$ cat config.mk
export PLATFORM = sky130hd
export DESIGN_NAME = hdlc_frame_bit_encoder
export DESIGN_NICKNAME = d
export VERILOG_FILES = /design/src/rtl/hfbe_pkg.sv /design/src/rtl/hdlc_frame_bit_encoder.sv /design/src/rtl/hfbe_in_reg.sv /design/src/rtl/hfbe_bit_engine.sv
export SDC_FILE = /design/constraint.sdc
export NUM_CORES = 1
export LEC_CHECK = 0
export ABC_AREA = 0
export BUFFER_PORTS_ARGS = -buffer_cell sky130_fd_sc_hd__buf_2
export CORE_MARGIN = 4
export CORE_UTILIZATION = 55
export CTS_CLUSTER_DIAMETER = 30
export DETAILED_ROUTE_END_ITERATION = 6
export PLACE_DENSITY_LB_ADDON = 0.3
export SYNTH_ARGS = -nofsm -noshare
export SYNTH_HDL_FRONTEND = slang
export SYNTH_SLANG_ARGS = --single-unit
$ cat constraint.sdc
create_clock -name clk_i -period 3.85 [get_ports clk_i]
set_clock_uncertainty 0.05 [all_clocks]
set_input_delay 0.1925 -clock clk_i [delete_from_list [all_inputs] [get_ports clk_i]]
set_output_delay 0.1925 -clock clk_i [all_outputs]
set_load 0.02 [all_outputs]
$ cat src/rtl/hfbe_pkg.sv
// Package: shared types, constants and CRC helper for the HDLC bit encoder.
package hfbe_pkg;

  typedef enum logic [1:0] {
    CMD_RESET = 2'd0,
    CMD_FLAG  = 2'd1,
    CMD_DATA  = 2'd2,
    CMD_FCS   = 2'd3
  } cmd_e;

  localparam logic [15:0] CRC_INIT    = 16'hFFFF;
  localparam logic [15:0] CRC_POLY    = 16'h8408;
  localparam logic [7:0]  FLAG_BYTE   = 8'h7E;
  localparam logic [2:0]  STUFF_AFTER = 3'd5;
  localparam int          CntW        = 5;

  typedef struct packed {
    cmd_e       cmd;
    logic [7:0] data;
  } item_t;

  // Reflected CRC-16 update over one byte, LSB first.
  function automatic logic [15:0] crc_fold(input logic [15:0] crc_in,
                                           input logic [7:0] b);
    logic [15:0] c;
    c = crc_in ^ {8'h00, b};
    for (int j = 0; j < 8; j++) begin
      if (c[0]) begin
        c = (c >> 1) ^ CRC_POLY;
      end else begin
        c = c >> 1;
      end
    end
    return c;
  endfunction

endpackage

$ cat src/rtl/hdlc_frame_bit_encoder.sv
// Top level: HDLC transmit line encoder (flags, bit stuffing, CRC-16 FCS, NRZI).
// Path: input register, then the bit engine's shift register and output register.
// Throughput: one line bit per cycle unless back-pressured. Bits per item: flag 8,
// data 8-10, FCS 16-20, reset none. Next item loads while the last bit is emitted.
// Reset: line level 1, ones run 0, CRC 0xFFFF, no transaction pending.
module hdlc_frame_bit_encoder import hfbe_pkg::*; (
  input  logic       clk_i,
  input  logic       rst_ni,
  input  logic       s_axis_tvalid,
  output logic       s_axis_tready,
  input  logic [7:0] s_axis_tdata,   // [7:0] data_byte
  input  logic [1:0] s_axis_tuser,   // [1:0] cmd
  output logic       m_axis_tvalid,
  input  logic       m_axis_tready,
  output logic [7:0] m_axis_tdata,   // [0] line_bit, [7:1] zero
  output logic       m_axis_tuser,   // [0] stuffed_bit
  output logic       m_axis_tlast    // last bit of the item
);

  item_t in_item, item;
  logic  item_valid, item_ready, line_bit;

  assign in_item.cmd  = cmd_e'(s_axis_tuser);
  assign in_item.data = s_axis_tdata;

  hfbe_in_reg u_in_reg (
    .clk_i        (clk_i),
    .rst_ni       (rst_ni),
    .in_valid_i   (s_axis_tvalid),
    .in_ready_o   (s_axis_tready),
    .in_item_i    (in_item),
    .item_valid_o (item_valid),
    .item_ready_i (item_ready),
    .item_o       (item)
  );

  hfbe_bit_engine u_bit_engine (
    .clk_i         (clk_i),
    .rst_ni        (rst_ni),
    .item_valid_i  (item_valid),
    .item_ready_o  (item_ready),
    .item_i        (item),
    .out_valid_o   (m_axis_tvalid),
    .out_ready_i   (m_axis_tready),
    .out_bit_o     (line_bit),
    .out_stuffed_o (m_axis_tuser),
    .out_last_o    (m_axis_tlast)
  );

  assign m_axis_tdata = {7'd0, line_bit};

endmodule

$ cat src/rtl/hfbe_in_reg.sv
// Input register: holds one accepted transaction until the bit engine takes it.
module hfbe_in_reg import hfbe_pkg::*; (
  input  logic  clk_i,
  input  logic  rst_ni,
  input  logic  in_valid_i,
  output logic  in_ready_o,
  input  item_t in_item_i,
  output logic  item_valid_o,
  input  logic  item_ready_i,
  output item_t item_o
);

  logic  valid_q, valid_d;
  item_t item_q;
  logic  take;

  assign in_ready_o = !valid_q || item_ready_i;
  assign take       = in_valid_i && in_ready_o;

  always_comb begin
    valid_d = valid_q;
    if (take) begin
      valid_d = 1'b1;
    end else if (item_ready_i) begin
      valid_d = 1'b0;
    end
  end

  always_ff @(posedge clk_i or negedge rst_ni) begin
    if (!rst_ni) begin
      valid_q <= 1'b0;
    end else begin
      valid_q <= valid_d;
    end
  end

  always_ff @(posedge clk_i) begin
    if (take) begin
      item_q <= in_item_i;
    end
  end

  assign item_valid_o = valid_q;
  assign item_o       = item_q;

endmodule

$ cat src/rtl/hfbe_bit_engine.sv
// Bit engine: serializes commands into stuffed NRZI line bits with a CRC and output register.
module hfbe_bit_engine import hfbe_pkg::*; (
  input  logic  clk_i,
  input  logic  rst_ni,
  input  logic  item_valid_i,
  output logic  item_ready_o,
  input  item_t item_i,
  output logic  out_valid_o,
  input  logic  out_ready_i,
  output logic  out_bit_o,
  output logic  out_stuffed_o,
  output logic  out_last_o
);

  logic [15:0]   shreg_q, shreg_d;
  logic [CntW-1:0] cnt_q, cnt_d;
  logic          stuffing_q, stuffing_d;
  logic          level_q, level_d;
  logic [2:0]    ones_q, ones_d;
  logic [15:0]   crc_q, crc_d;
  logic          ov_q, ov_d;
  logic          obit_q, ostuff_q, olast_q;

  logic pend, busy, out_free, emit, bit_v, stuffed_v, last_v, pend_n, eng_free, load;
  logic lvl_v;

  assign pend     = stuffing_q && (ones_q == STUFF_AFTER);
  assign busy     = (cnt_q != '0) || pend;
  assign out_free = !ov_q || out_ready_i;
  assign emit     = busy && out_free;

  always_comb begin
    shreg_d    = shreg_q;
    cnt_d      = cnt_q;
    stuffing_d = stuffing_q;
    level_d    = level_q;
    ones_d     = ones_q;
    crc_d      = crc_q;
    bit_v      = 1'b0;
    stuffed_v  = 1'b0;
    lvl_v      = level_q;
    if (emit) begin
      if (pend) begin
        bit_v     = 1'b0;
        stuffed_v = 1'b1;
        ones_d    = 3'd0;
      end else begin
        bit_v   = shreg_q[0];
        shreg_d = shreg_q >> 1;
        cnt_d   = cnt_q - CntW'(1);
        ones_d  = (stuffing_q && bit_v) ? ones_q + 3'd1 : 3'd0;
      end
      lvl_v   = bit_v ? level_q : ~level_q;
      level_d = lvl_v;
    end
    pend_n   = stuffing_q && (ones_d == STUFF_AFTER);
    last_v   = (cnt_d == '0) && !pend_n;
    eng_free = !busy || (emit && last_v);
    load     = item_valid_i && eng_free;
    if (load) begin
      unique case (item_i.cmd)
        CMD_RESET: begin
          level_d = 1'b1;
          ones_d  = 3'd0;
          crc_d   = CRC_INIT;
          cnt_d   = '0;
        end
        CMD_FLAG: begin
          shreg_d    = {8'h00, FLAG_BYTE};
          cnt_d      = CntW'(8);
          stuffing_d = 1'b0;
        end
        CMD_DATA: begin
          shreg_d    = {8'h00, item_i.data};
          cnt_d      = CntW'(8);
          stuffing_d = 1'b1;
          crc_d      = crc_fold(crc_q, item_i.data);
        end
        CMD_FCS: begin
          shreg_d    = ~crc_q;
          cnt_d      = CntW'(16);
          stuffing_d = 1'b1;
          crc_d      = CRC_INIT;
        end
        default: begin
          cnt_d = '0;
        end
      endcase
    end
    ov_d = out_free ? emit : ov_q;
  end

  assign item_ready_o = eng_free;

  always_ff @(posedge clk_i or negedge rst_ni) begin
    if (!rst_ni) begin
      cnt_q      <= '0;
      stuffing_q <= 1'b0;
      level_q    <= 1'b1;
      ones_q     <= 3'd0;
      crc_q      <= CRC_INIT;
      ov_q       <= 1'b0;
    end else begin
      cnt_q      <= cnt_d;
      stuffing_q <= stuffing_d;
      level_q    <= level_d;
      ones_q     <= ones_d;
      crc_q      <= crc_d;
      ov_q       <= ov_d;
    end
  end

  always_ff @(posedge clk_i) begin
    shreg_q <= shreg_d;
    if (emit) begin
      obit_q   <= lvl_v;
      ostuff_q <= stuffed_v;
      olast_q  <= last_v;
    end
  end

  assign out_valid_o   = ov_q;
  assign out_bit_o     = obit_q;
  assign out_stuffed_o = ostuff_q;
  assign out_last_o    = olast_q;

endmodule

==> results of run 1 <==
## path summary, 6_finish.rpt
path | endpoint | from
worst max-delay path | s_axis_tready | u_bit_engine.cnt_q[0]
worst min-delay path | u_in_reg.item_valid_o | s_axis_tvalid
worst max register to register | u_bit_engine.cnt_q[3] | u_bit_engine.cnt_q[0]
worst min register to register | u_bit_engine.shreg_q[15] | u_bit_engine.shreg_q[15]
max in group asynchronous | u_bit_engine.ones_q[0] | rst_ni
min in group asynchronous | u_in_reg.item_valid_o | rst_ni
## layout by cell type, fill, tap and decap left out, drive strengths merged, types with 2 or more instances in the layout
master	synthesis	layout
nor3	5	5
nand2b	3	3
dfstp	17	17
mux2i	24	24
xor2	9	9
ha	7	7
a22oi	3	3
nand3	5	5
mux2	4	4
edfxtp	13	13
conb	1	7
dlygate4sd3	0	11
nand2	19	19
o22ai	8	8
o32a	14	14
dfxtp	16	16
dfrtp	11	11
nor2b	3	3
nand4	2	2
and2	4	4
a21oi	10	10
o21ai	3	3
inv	18	18
buf	17	22
a221oi	6	6
a21o	3	3
xnor2	19	19
nor2	13	13
clkbuf	4	16
## logic make-up (layout without fill, tap and decap cells)
logic type | Yosys count | after routing
buf+inv | 39 | 67
other cells | 1 | 7
fa+ha+maj | 7 | 7
compound gates | 55 | 55
mux | 28 | 28
xor+xnor | 28 | 28
simple gates | 58 | 58
flops | 57 | 57
## power groups by stage
stage	clock (uW)	sequential [uW]	combinational, uW
2_1_floorplan	0	1050	1050
3_3_place_gp	0	1090	1210
3_5_place_dp	0	1100	1230
4_1_cts	498	1090	1250
5_1_grt	524	1120	1380
6_report	484	1090	1240
## per-stage QoR
stage / hold WS [ns] / cells / setup slack [ns] / area [um^2]
finish: 0.02271 / 377 / 0.8736 / 3392
global route: 0.02255 / 377 / 0.6917 / 3392
CTS: 0.01022 / 377 / 0.8642 / 3392
detailed placement: 0.1937 / 350 / 0.9234 / 3112
global placement: 0.1937 / 350 / 0.9642 / 3112
floorplan: -0.1531 / 279 / 0.9236 / 3055
## timing repair
action                                  4_1_cts  5_1_grt
endpoints found under the setup margin        0        0
hold buffers                                 11        0
hold endpoints to repair                     21        0
buffers inserted                              0        0
## routing by layer
| layer | track usage | up-vias | wire (um) |
|---|---|---|---|
| met3 | 0.03579 | 13 | 209 |
| met4 | 0.09635 | 0 | 136 |
| met1 | 0.2582 | 979 | 2720 |
| met5 | 0 | - | 0 |
| met2 | 0.3069 | 44 | 2721 |
| li1 | - | 1024 | - |
## registers in the layout, summed over array words and instances (netlist names)
register	flops
u_bit_engine.cnt_q	5
u_bit_engine.crc_q	16
u_bit_engine.level_q	1
u_bit_engine.ones_q	3
u_bit_engine.out_bit_o	1
u_bit_engine.out_last_o	1
u_bit_engine.out_stuffed_o	1
u_bit_engine.out_valid_o	1
u_bit_engine.shreg_q	16
u_bit_engine.stuffing_q	1
u_in_reg.item_o	10
u_in_reg.item_valid_o	1
## layout make-up
| type | count | area (um^2) | share of cell area |
|---|---|---|---|
| flip-flops and latches | 57 | 1433 | 0.4224 |
| multi-input cells | 183 | 1404 | 0.4139 |
| repair buffers | 33 | 230.2 | 0.06787 |
| clock buffers | 16 | 170.2 | 0.05017 |
| well taps | 70 | 87.58 | 0.02582 |
| inverters | 18 | 67.56 | 0.01992 |
## synth_stat cells (all sizes together) (3+ instances only)
cell / number / area share
a21o: 3 / 0.0074
o32a: 14 / 0.046
nand2: 19 / 0.024
o22ai: 8 / 0.017
o21ai: 3 / 0.0087
dfstp: 17 / 0.15
dfxtp: 16 / 0.11
a22oi: 3 / 0.0074
edfxtp: 13 / 0.13
mux2i: 24 / 0.079
and2: 4 / 0.0082
buf: 17 / 0.045
ha: 7 / 0.029
dfrtp: 11 / 0.091
mux2: 4 / 0.017
inv: 18 / 0.022
nand3: 5 / 0.0099
clkbuf: 4 / 0.0049
nor2b: 3 / 0.0062
a221oi: 6 / 0.017
a21oi: 10 / 0.021
nor3: 5 / 0.0082
xor2: 9 / 0.026
xnor2: 19 / 0.055
nor2: 13 / 0.016
nand2b: 3 / 0.0062
## worst register-to-register path: stages (launching register included)
cell                      delay, ns
sky130_fd_sc_hd__dfrtp_1       0.39
sky130_fd_sc_hd__inv_1         0.12
sky130_fd_sc_hd__ha_1          0.25
sky130_fd_sc_hd__or4b_4        0.52
sky130_fd_sc_hd__o21ai_4       0.26
sky130_fd_sc_hd__mux2_4        0.35
sky130_fd_sc_hd__nand4_4       0.10
sky130_fd_sc_hd__and2_1        0.40
sky130_fd_sc_hd__buf_4         0.27
sky130_fd_sc_hd__o21ai_0       0.10
==> results.md, run 1 <==
Worst setup path:
- The cell with the largest stage delay on the worst path is sky130_fd_sc_hd__or4b_4.
- Counting stages on the worst path, the most repeated cell is sky130_fd_sc_hd__nand3_1.
- Data on the critical path is required at its endpoint by 3.61 ns.
- The critical path goes through inv_1, ha_1, or4b_4, o21ai_4, mux2_4, o211a_1, nand3_1, nand3_1, buf_2.
- The maximum fanout count along the critical path is 8.
- The setup slack of the worst register-to-register path is 0.90 ns.
- The count of cell instances traversed by the critical path is 9.
- The type of the worst setup path is reg2out.
- The kind of start point of the critical path is a register.
- The number of buffers and inverters on the critical path is 2.
- The largest incremental delay on the critical path is 0.52 ns.
- The depth of the worst register-to-register path is 9.
- The gate family responsible for the most delay along the worst path is simple AND/OR/NAND/NOR gates.
- The endpoint class of the critical path is an output port.
- The worst path arrival time is 2.73 ns.

Power and ir drop:
- In this run the power spent charging and discharging nets is 1075 uW.
- Dividing total power by cell area gives a power density of 830.7 nW/um^2.
- Of the total power, combinational logic draws 0.440.
- The share of total power dissipated in the clock network is 0.172.
- The share of total power dissipated in sequential elements is 0.388.
- The internal portion of the total power is 1742 uW.
- Summed over all cells, the static leakage comes to 0.001411 uW.
- Of the total power, the share spent switching nets is 0.3816.
- The worst supply voltage drop on vdd is 581.8 uV.
- Overall power consumption after layout is estimated at 2818 uW.

Synth:
- Synthesis inferred 57 register bits.
- The synthesized instance count is 273.
- In this run the cell area of the synthesized design comes to 3033 um^2.
- Of the post-synthesis cell area, the part taken by muxes is 0.09653.
- Of the total synthesized cell area, the portion taken by AND, OR, NAND and NOR gates is 0.09942.
- Each instance of the synthesized netlist takes up on average 11.11 um^2.
- Yosys printed 0 warnings.
- The share of flip-flops with an asynchronous set or reset is 0.4912.
- Of the total synthesized cell area, the portion taken by full adders, half adders and majority gates is 0.02888.
- The compound-gate portion of the synthesized area is 0.1485.
- The most used flip-flop cell after synthesis is sky130_fd_sc_hd__dfstp_2.
- Of the synthesized area, sequential elements account for 0.4724.
- The count of flip-flops with a built-in enable after synthesis is 13.
- In this run, distinct cell masters in the synthesized netlist total 49.
- The xor/xnor cell area share of the yosys netlist is 0.08086.
- By area, the combinational part of the netlist is dominated by compound AO/OA/AOI/OAI gates.

STA:
- Of the available clock period, the critical path in the final layout requires 0.7731.
- The count of final hold-check violations was 0.
- The transition time of the tightest slew-check pin is 0.6403 ns.
- The aggregate negative setup slack is 0 ns.
- Setup repair after global routing left no endpoint under its margin.
- The final-report max-slew violation count is 0.
- The worst pin sits at a relative slew slack of 0.5731.
- The achievable frequency is 336.0 MHz.
- The total of endpoints with negative setup slack in the final report is 0.
- The worst path needs 2.976 ns of the cycle, external delays included.

Placed design:
- The HPWL after detailed placement is 4.102 mm.
- Buffers placed on the I/O ports in this run total 18.
- At the end of routability-driven placement, the weighted congestion stood at 0.8620.

Clocking:
- The TritonCTS buffer count is 9.
- The maximum level of the CTS H-tree is 3.
- The clock latency on the worst-skew pair is 0.33 ns.
- The post-CTS clock slew at the launch and capture registers of the worst setup and hold paths is 0.06 ns.
- TritonCTS built the clock tree.
- The root buffer cell is sky130_fd_sc_hd__clkbuf_8.
- The maximum count of clock buffers along a single path is 2.
- Post-CTS repair changed the size of 0 cells.
- The CTS sink count is 57.

Global route:
- The wire length of the first global-routing pass is 9.804 mm.
- Entering global routing, the biggest net connects 29 pins.
- The number of global-route vias before repair is 2026.
- The initial antenna violation count was 0.
- The global-route usage over all layers is 0.1951.
- The sum of overflow across all layers after global routing is 0.

Floorplan:
- From bottom edge to top edge, the die measures 82.26 um.
- The initial utilization of the core area, before any placement, comes to 0.5791.
- The core region area is 5238 um^2.
- The x dimension of the die is 82.26 um.
- During I/O placement, the number of pins put on the boundary was 26.
- The floorplan step defined a die boundary enclosing 6767 um^2.
- The floorplan row count is 26.

Final layout:
- The filler cell count in the final layout is 436.
- The repair_antennas step left the layout with diodes totalling 0.
- The net count reported at finish is 323.
- The final core area utilization is 0.6476.
- The share of final-layout standard cells stronger than drive strength 1 is 0.1987.
- The synthesis-to-layout area growth is 11.84%.

Drt:
- The final route contains 2060 vias.
- The total wirelength of the detailed-routed design is 5.788 mm.
- For this run, the detailed router's first-pass iteration total came to 4.
- After detailed routing, the number of vias per cell comes to 5.464.
- In the final routed layout, each cell accounts on average for 15.35 um.
- The violation count after the first detailed-routing iteration is 122.
- After detailed routing, the number of remaining DRC violations is 0.
- The residual antenna-violating net count after detailed routing is 0.

Run:
- The number of violations of the max-capacitance limit is 0.

Min path:
- The worst hold path passes through 2 cells.
- The path class of the tightest hold or removal check is in2reg.

Outcome:
- The flow ran to the end, and the final reports show no timing, DRC or antenna violations.
Note: power is estimated with default switching activity, not from simulation.
==> inputs of run 2 (changes only) <==
--- a/config.mk
+++ b/config.mk
@@ -5,7 +5,7 @@
 export SDC_FILE = /design/constraint.sdc
 export NUM_CORES = 1
 export LEC_CHECK = 0
-export ABC_AREA = 0
+export ABC_AREA = 1
 export BUFFER_PORTS_ARGS = -buffer_cell sky130_fd_sc_hd__buf_2
 export CORE_MARGIN = 4
 export CORE_UTILIZATION = 55
==> constraint.sdc (replaced) <==
create_clock -name clk_i -period 2.8 [get_ports clk_i]
set_clock_uncertainty 0.05 [all_clocks]
set_input_delay 0.14 -clock clk_i [delete_from_list [all_inputs] [get_ports clk_i]]
set_output_delay 0.14 -clock clk_i [all_outputs]
set_load 0.02 [all_outputs]
==> results.md, run 2 <==
Clocking:
- The clock latency on the worst-skew pair is 0.33 ns.
- In this run the number of H-tree levels came out at 3.
- The root buffer cell is sky130_fd_sc_hd__clkbuf_8.
- The maximum count of clock buffers along a single path is 2.
- TritonCTS created 9 clock buffers.
- TritonCTS built the clock tree.
- Counting every sink on the clock net gives 57.
- After clock tree synthesis, the clock-pin slew on the worst setup and hold paths is 0.07 ns.

Power and ir drop:
- The static leakage power is 0.001723 uW.
- IR analysis of the VDD net gives a maximum drop of 814.1 uV.
- The power per standard cell area is 1204 nW/um^2.
- The portion of total power attributed to the clock network is 0.163.
- The switching part of the total power is 0.4451.
- Cell internal power was estimated by the tool at 2503 uW.
- The design draws 4510 uW.
- Of the total power, registers draw 0.341.
- Summed over all nets, the switching power comes to 2007 uW.
- Of the total power, combinational logic draws 0.496.

Worst setup path:
- For the worst flop-to-flop path, the logic depth is 13.
- The worst path arrival time is 2.37 ns.
- The required time reported for the critical path endpoint is 2.61 ns.
- The worst setup path is launched from a register.
- The endpoint class of the critical path is an output port.
- The type of the worst setup path is reg2out.
- The maximum fanout count along the critical path is 5.

Final layout:
- The net count reported at finish is 484.
- At the end of the flow the core is filled with cells to 0.6329.
- Fill cells in the final layout number 497.
- The antenna diode instance count is 0.
- The leading cell type in the layout, fill and taps excluded is sky130_fd_sc_hd__nand2_1.
- With fillers left out, the area of the finished cells amounts to 3747 um^2.
- In the final layout, the multi-input gates occupy 1640 um^2.
- In the final layout, the share of cells above drive strength 1 is 0.1774.
- The synthesis-to-layout area growth is 11.92%.
- Leaving out fill and tap cells, the most frequent cells in the layout are 173 x sky130_fd_sc_hd__nand2_1, 33 x sky130_fd_sc_hd__inv_1, 30 x sky130_fd_sc_hd__o21ai_0, 21 x sky130_fd_sc_hd__nand4_1, 18 x sky130_fd_sc_hd__buf_2.
- Across the whole layout, storage elements account for 1433 um^2.

Drt:
- In this run the remaining antenna-violating nets after routing total 0.
- Dividing the detail-routed wire length by the instance count gives 13.21 um.
- The violation count after the first detailed-routing iteration is 167.
- The detailed router placed 2832 vias in this run.
- In the routed design, unresolved DRC markers number 0.
- The number of vias per cell after detailed routing is 5.215.
- The routed design has 7.172 mm of wire.
- The number of optimization iterations in the first detailed-route pass is 4.

Placed design:
- Buffers placed on the I/O ports in this run total 18.
- The global placement routability congestion is 0.8802.
- After detailed placement, the total cell area comes to 3437 um^2.
- Detailed placement ended at an HPWL of 4.910 mm.

Run:
- The number of violations of the max-capacitance limit is 0.

Synth:
- The unique cell type count in the Yosys netlist is 34.
- Counting flops with an async set or reset pin after synthesis yields a share of 0.4912.
- The average instance in the mapped netlist occupies 7.662 um^2.
- In the post-synthesis netlist, the cell with the most instances is sky130_fd_sc_hd__nand2_1.
- The share of synthesized area in the top cell type comes to 0.1939.
- The warning count from the yosys run is 0.
- Summing every instance area after synthesis gives 3348 um^2.
- After synthesis the netlist holds a flip-flop and latch count of 57.
- By area the synthesized netlist is led by sky130_fd_sc_hd__nand2_1 19%, sky130_fd_sc_hd__dfstp_2 13%, sky130_fd_sc_hd__edfxtp_1 12%, sky130_fd_sc_hd__dfxtp_1 9.6%, sky130_fd_sc_hd__dfrtp_1 8.2%.
- Synthesis handed over a netlist of 437 instances.
- The top flip-flop cell by instance count after synthesis is sky130_fd_sc_hd__dfstp_2.
- The count of flip-flops with a built-in enable after synthesis is 13.
- The cell taking the most area after synthesis is sky130_fd_sc_hd__nand2_1.
- The commonest cells after synthesis are 173 x sky130_fd_sc_hd__nand2_1, 34 x sky130_fd_sc_hd__inv_1, 30 x sky130_fd_sc_hd__o21ai_0.
- Of the synthesized area, sequential elements account for 0.4279.

Floorplan:
- The die area is 7400 um^2.
- The x dimension of the die is 86.03 um.
- Measured along the y axis, the die boundary spans 86.03 um.
- The core region area is 5921 um^2.
- 26 I/O pins were placed.
- For this configuration, the core starts out at a cell density of 0.5655.
- Row generation in the floorplan step produced 28 rows.

Global route:
- The initial antenna violation count is 0.
- The number of global-route vias before repair is 2668.
- The wire length of the first global-routing pass is 12.32 mm.
- The global-route usage over all layers is 0.2125.
- The sum of overflow across all layers after global routing is 0.
- The pin count of the biggest net entering global routing is 30.

STA:
- Setup repair after global routing left no endpoint under its margin.
- Of the available clock period, the critical path in the final layout requires 0.9148.
- The final-report max-slew violation count is 0.
- Measured against its own limit, the worst slew margin works out to 0.5419.
- The achievable frequency is 390.4 MHz.
- The aggregate negative setup slack is 0 ns.
- The count of final hold-check violations is 0.
- The final period demand of the worst path is 2.561 ns.
- The transition time of the tightest slew-check pin is 0.6871 ns.
- The total of endpoints with negative setup slack in the final report is 0.

Outcome:
- The run finished with clean final reports.

Min path:
- The class of the tightest hold or removal check is in2reg.
- Counting instances, the worst hold path has a depth of 4.
## run 2: cell count changes after synthesis, sizes merged, moves of 5 or more
| cell | delta |
|---|---|
| inv | +17 |
| nand3 | +16 |
| or2 | +11 |
| a221oi | -6 |
| xnor2 | -12 |
| nor3 | -5 |
| mux2i | -23 |
| nand2 | +159 |
| o22ai | -8 |
| o32a | -14 |
| clkbuf | +8 |
| o31ai | +7 |
| o21ai | +29 |
| nand4 | +20 |
## run 2: worst paths after layout
kind	start	endpoint	slack, ns
worst min register to register	u_bit_engine.crc_q[15]	u_bit_engine.crc_q[15]	0.43
min in group asynchronous	rst_ni	u_bit_engine.cnt_q[3]	0.34
worst min-delay path	m_axis_tready	u_bit_engine.out_valid_o	0.14
worst max-delay path	u_bit_engine.cnt_q[0]	s_axis_tready	0.24
max in group asynchronous	rst_ni	u_bit_engine.ones_q[1]	1.93
worst max register to register	u_bit_engine.cnt_q[0]	u_in_reg.item_o[5]	0.28
## run 2: cell type report
class                      count  share of cell area
clock buffer                  10             0.03406
multi-input combinational    323              0.4377
inverter                      36             0.03706
clock inverter                 6             0.01569
tap                           75             0.02504
timing repair buffer          36             0.06811
sequential                    57              0.3823
## run 2: power groups by stage
stage	clock (uW)	sequential, uW	combinational, uW
final	734	1540	2240
after detailed placement	0	1550	2200
after CTS	749	1530	2220
after floorplan	0	1510	1790
after global placement	0	1530	2150
after global routing	792	1580	2530
## run 2: worst max-delay path: stages (launching register included)
cell and delay, ns:
sky130_fd_sc_hd__dfrtp_1 0.40, sky130_fd_sc_hd__inv_1 0.09, sky130_fd_sc_hd__ha_1 0.29, sky130_fd_sc_hd__nand3_2 0.16, sky130_fd_sc_hd__nand3_2 0.12, sky130_fd_sc_hd__inv_2 0.06, sky130_fd_sc_hd__nand2_1 0.08, sky130_fd_sc_hd__nand2_1 0.05
sky130_fd_sc_hd__nor2_1 0.14, sky130_fd_sc_hd__nand2_1 0.11, sky130_fd_sc_hd__nor2_4 0.10, sky130_fd_sc_hd__nand2_2 0.09, sky130_fd_sc_hd__nand3_1 0.15, sky130_fd_sc_hd__buf_2 0.20
## run 2: per-layer routing
metal / wire, um / track usage / vias up
met4: 106 / 0.07626 / 0
met2: 3333 / 0.3301 / 87
met3: 452 / 0.06148 / 13
met5: 0 / 0 / -
met1: 3279 / 0.2824 / 1283
li1: - / - / 1449
## run 2: logic make-up (layout without fill, tap and decap cells)
logic type,after synthesis,after routing,share of synthesized area
muxes,1,1,0.002990
buffers and inverters,63,88,0.08893
AOI/OAI and AO/OA,48,48,0.08109
adders and majority gates,7,7,0.02616
xor gates and xnor gates,15,15,0.03924
and+or+nand+nor,245,245,0.3326
other,1,7,0.001120
DFF,57,57,0.4279
## run 2: through the flow
stage,instances,hold slack (ns),setup WS [ns]
5_1_grt,543,0.1522,0.001762
3_5_place_dp,515,0.1594,0.2606
4_1_cts,543,0.1336,0.2462
3_3_place_gp,515,0.1653,0.3417
2_1_floorplan,443,-0.2056,0.3949
6_report,543,0.1409,0.2385
## run 2: what timing repair did
item,4_1_cts,5_1_grt
setup endpoints to repair,0,10
setup buffers,0,0
gates resized for setup,0,1
hold buffers,12,0
hold endpoints to repair,22,0
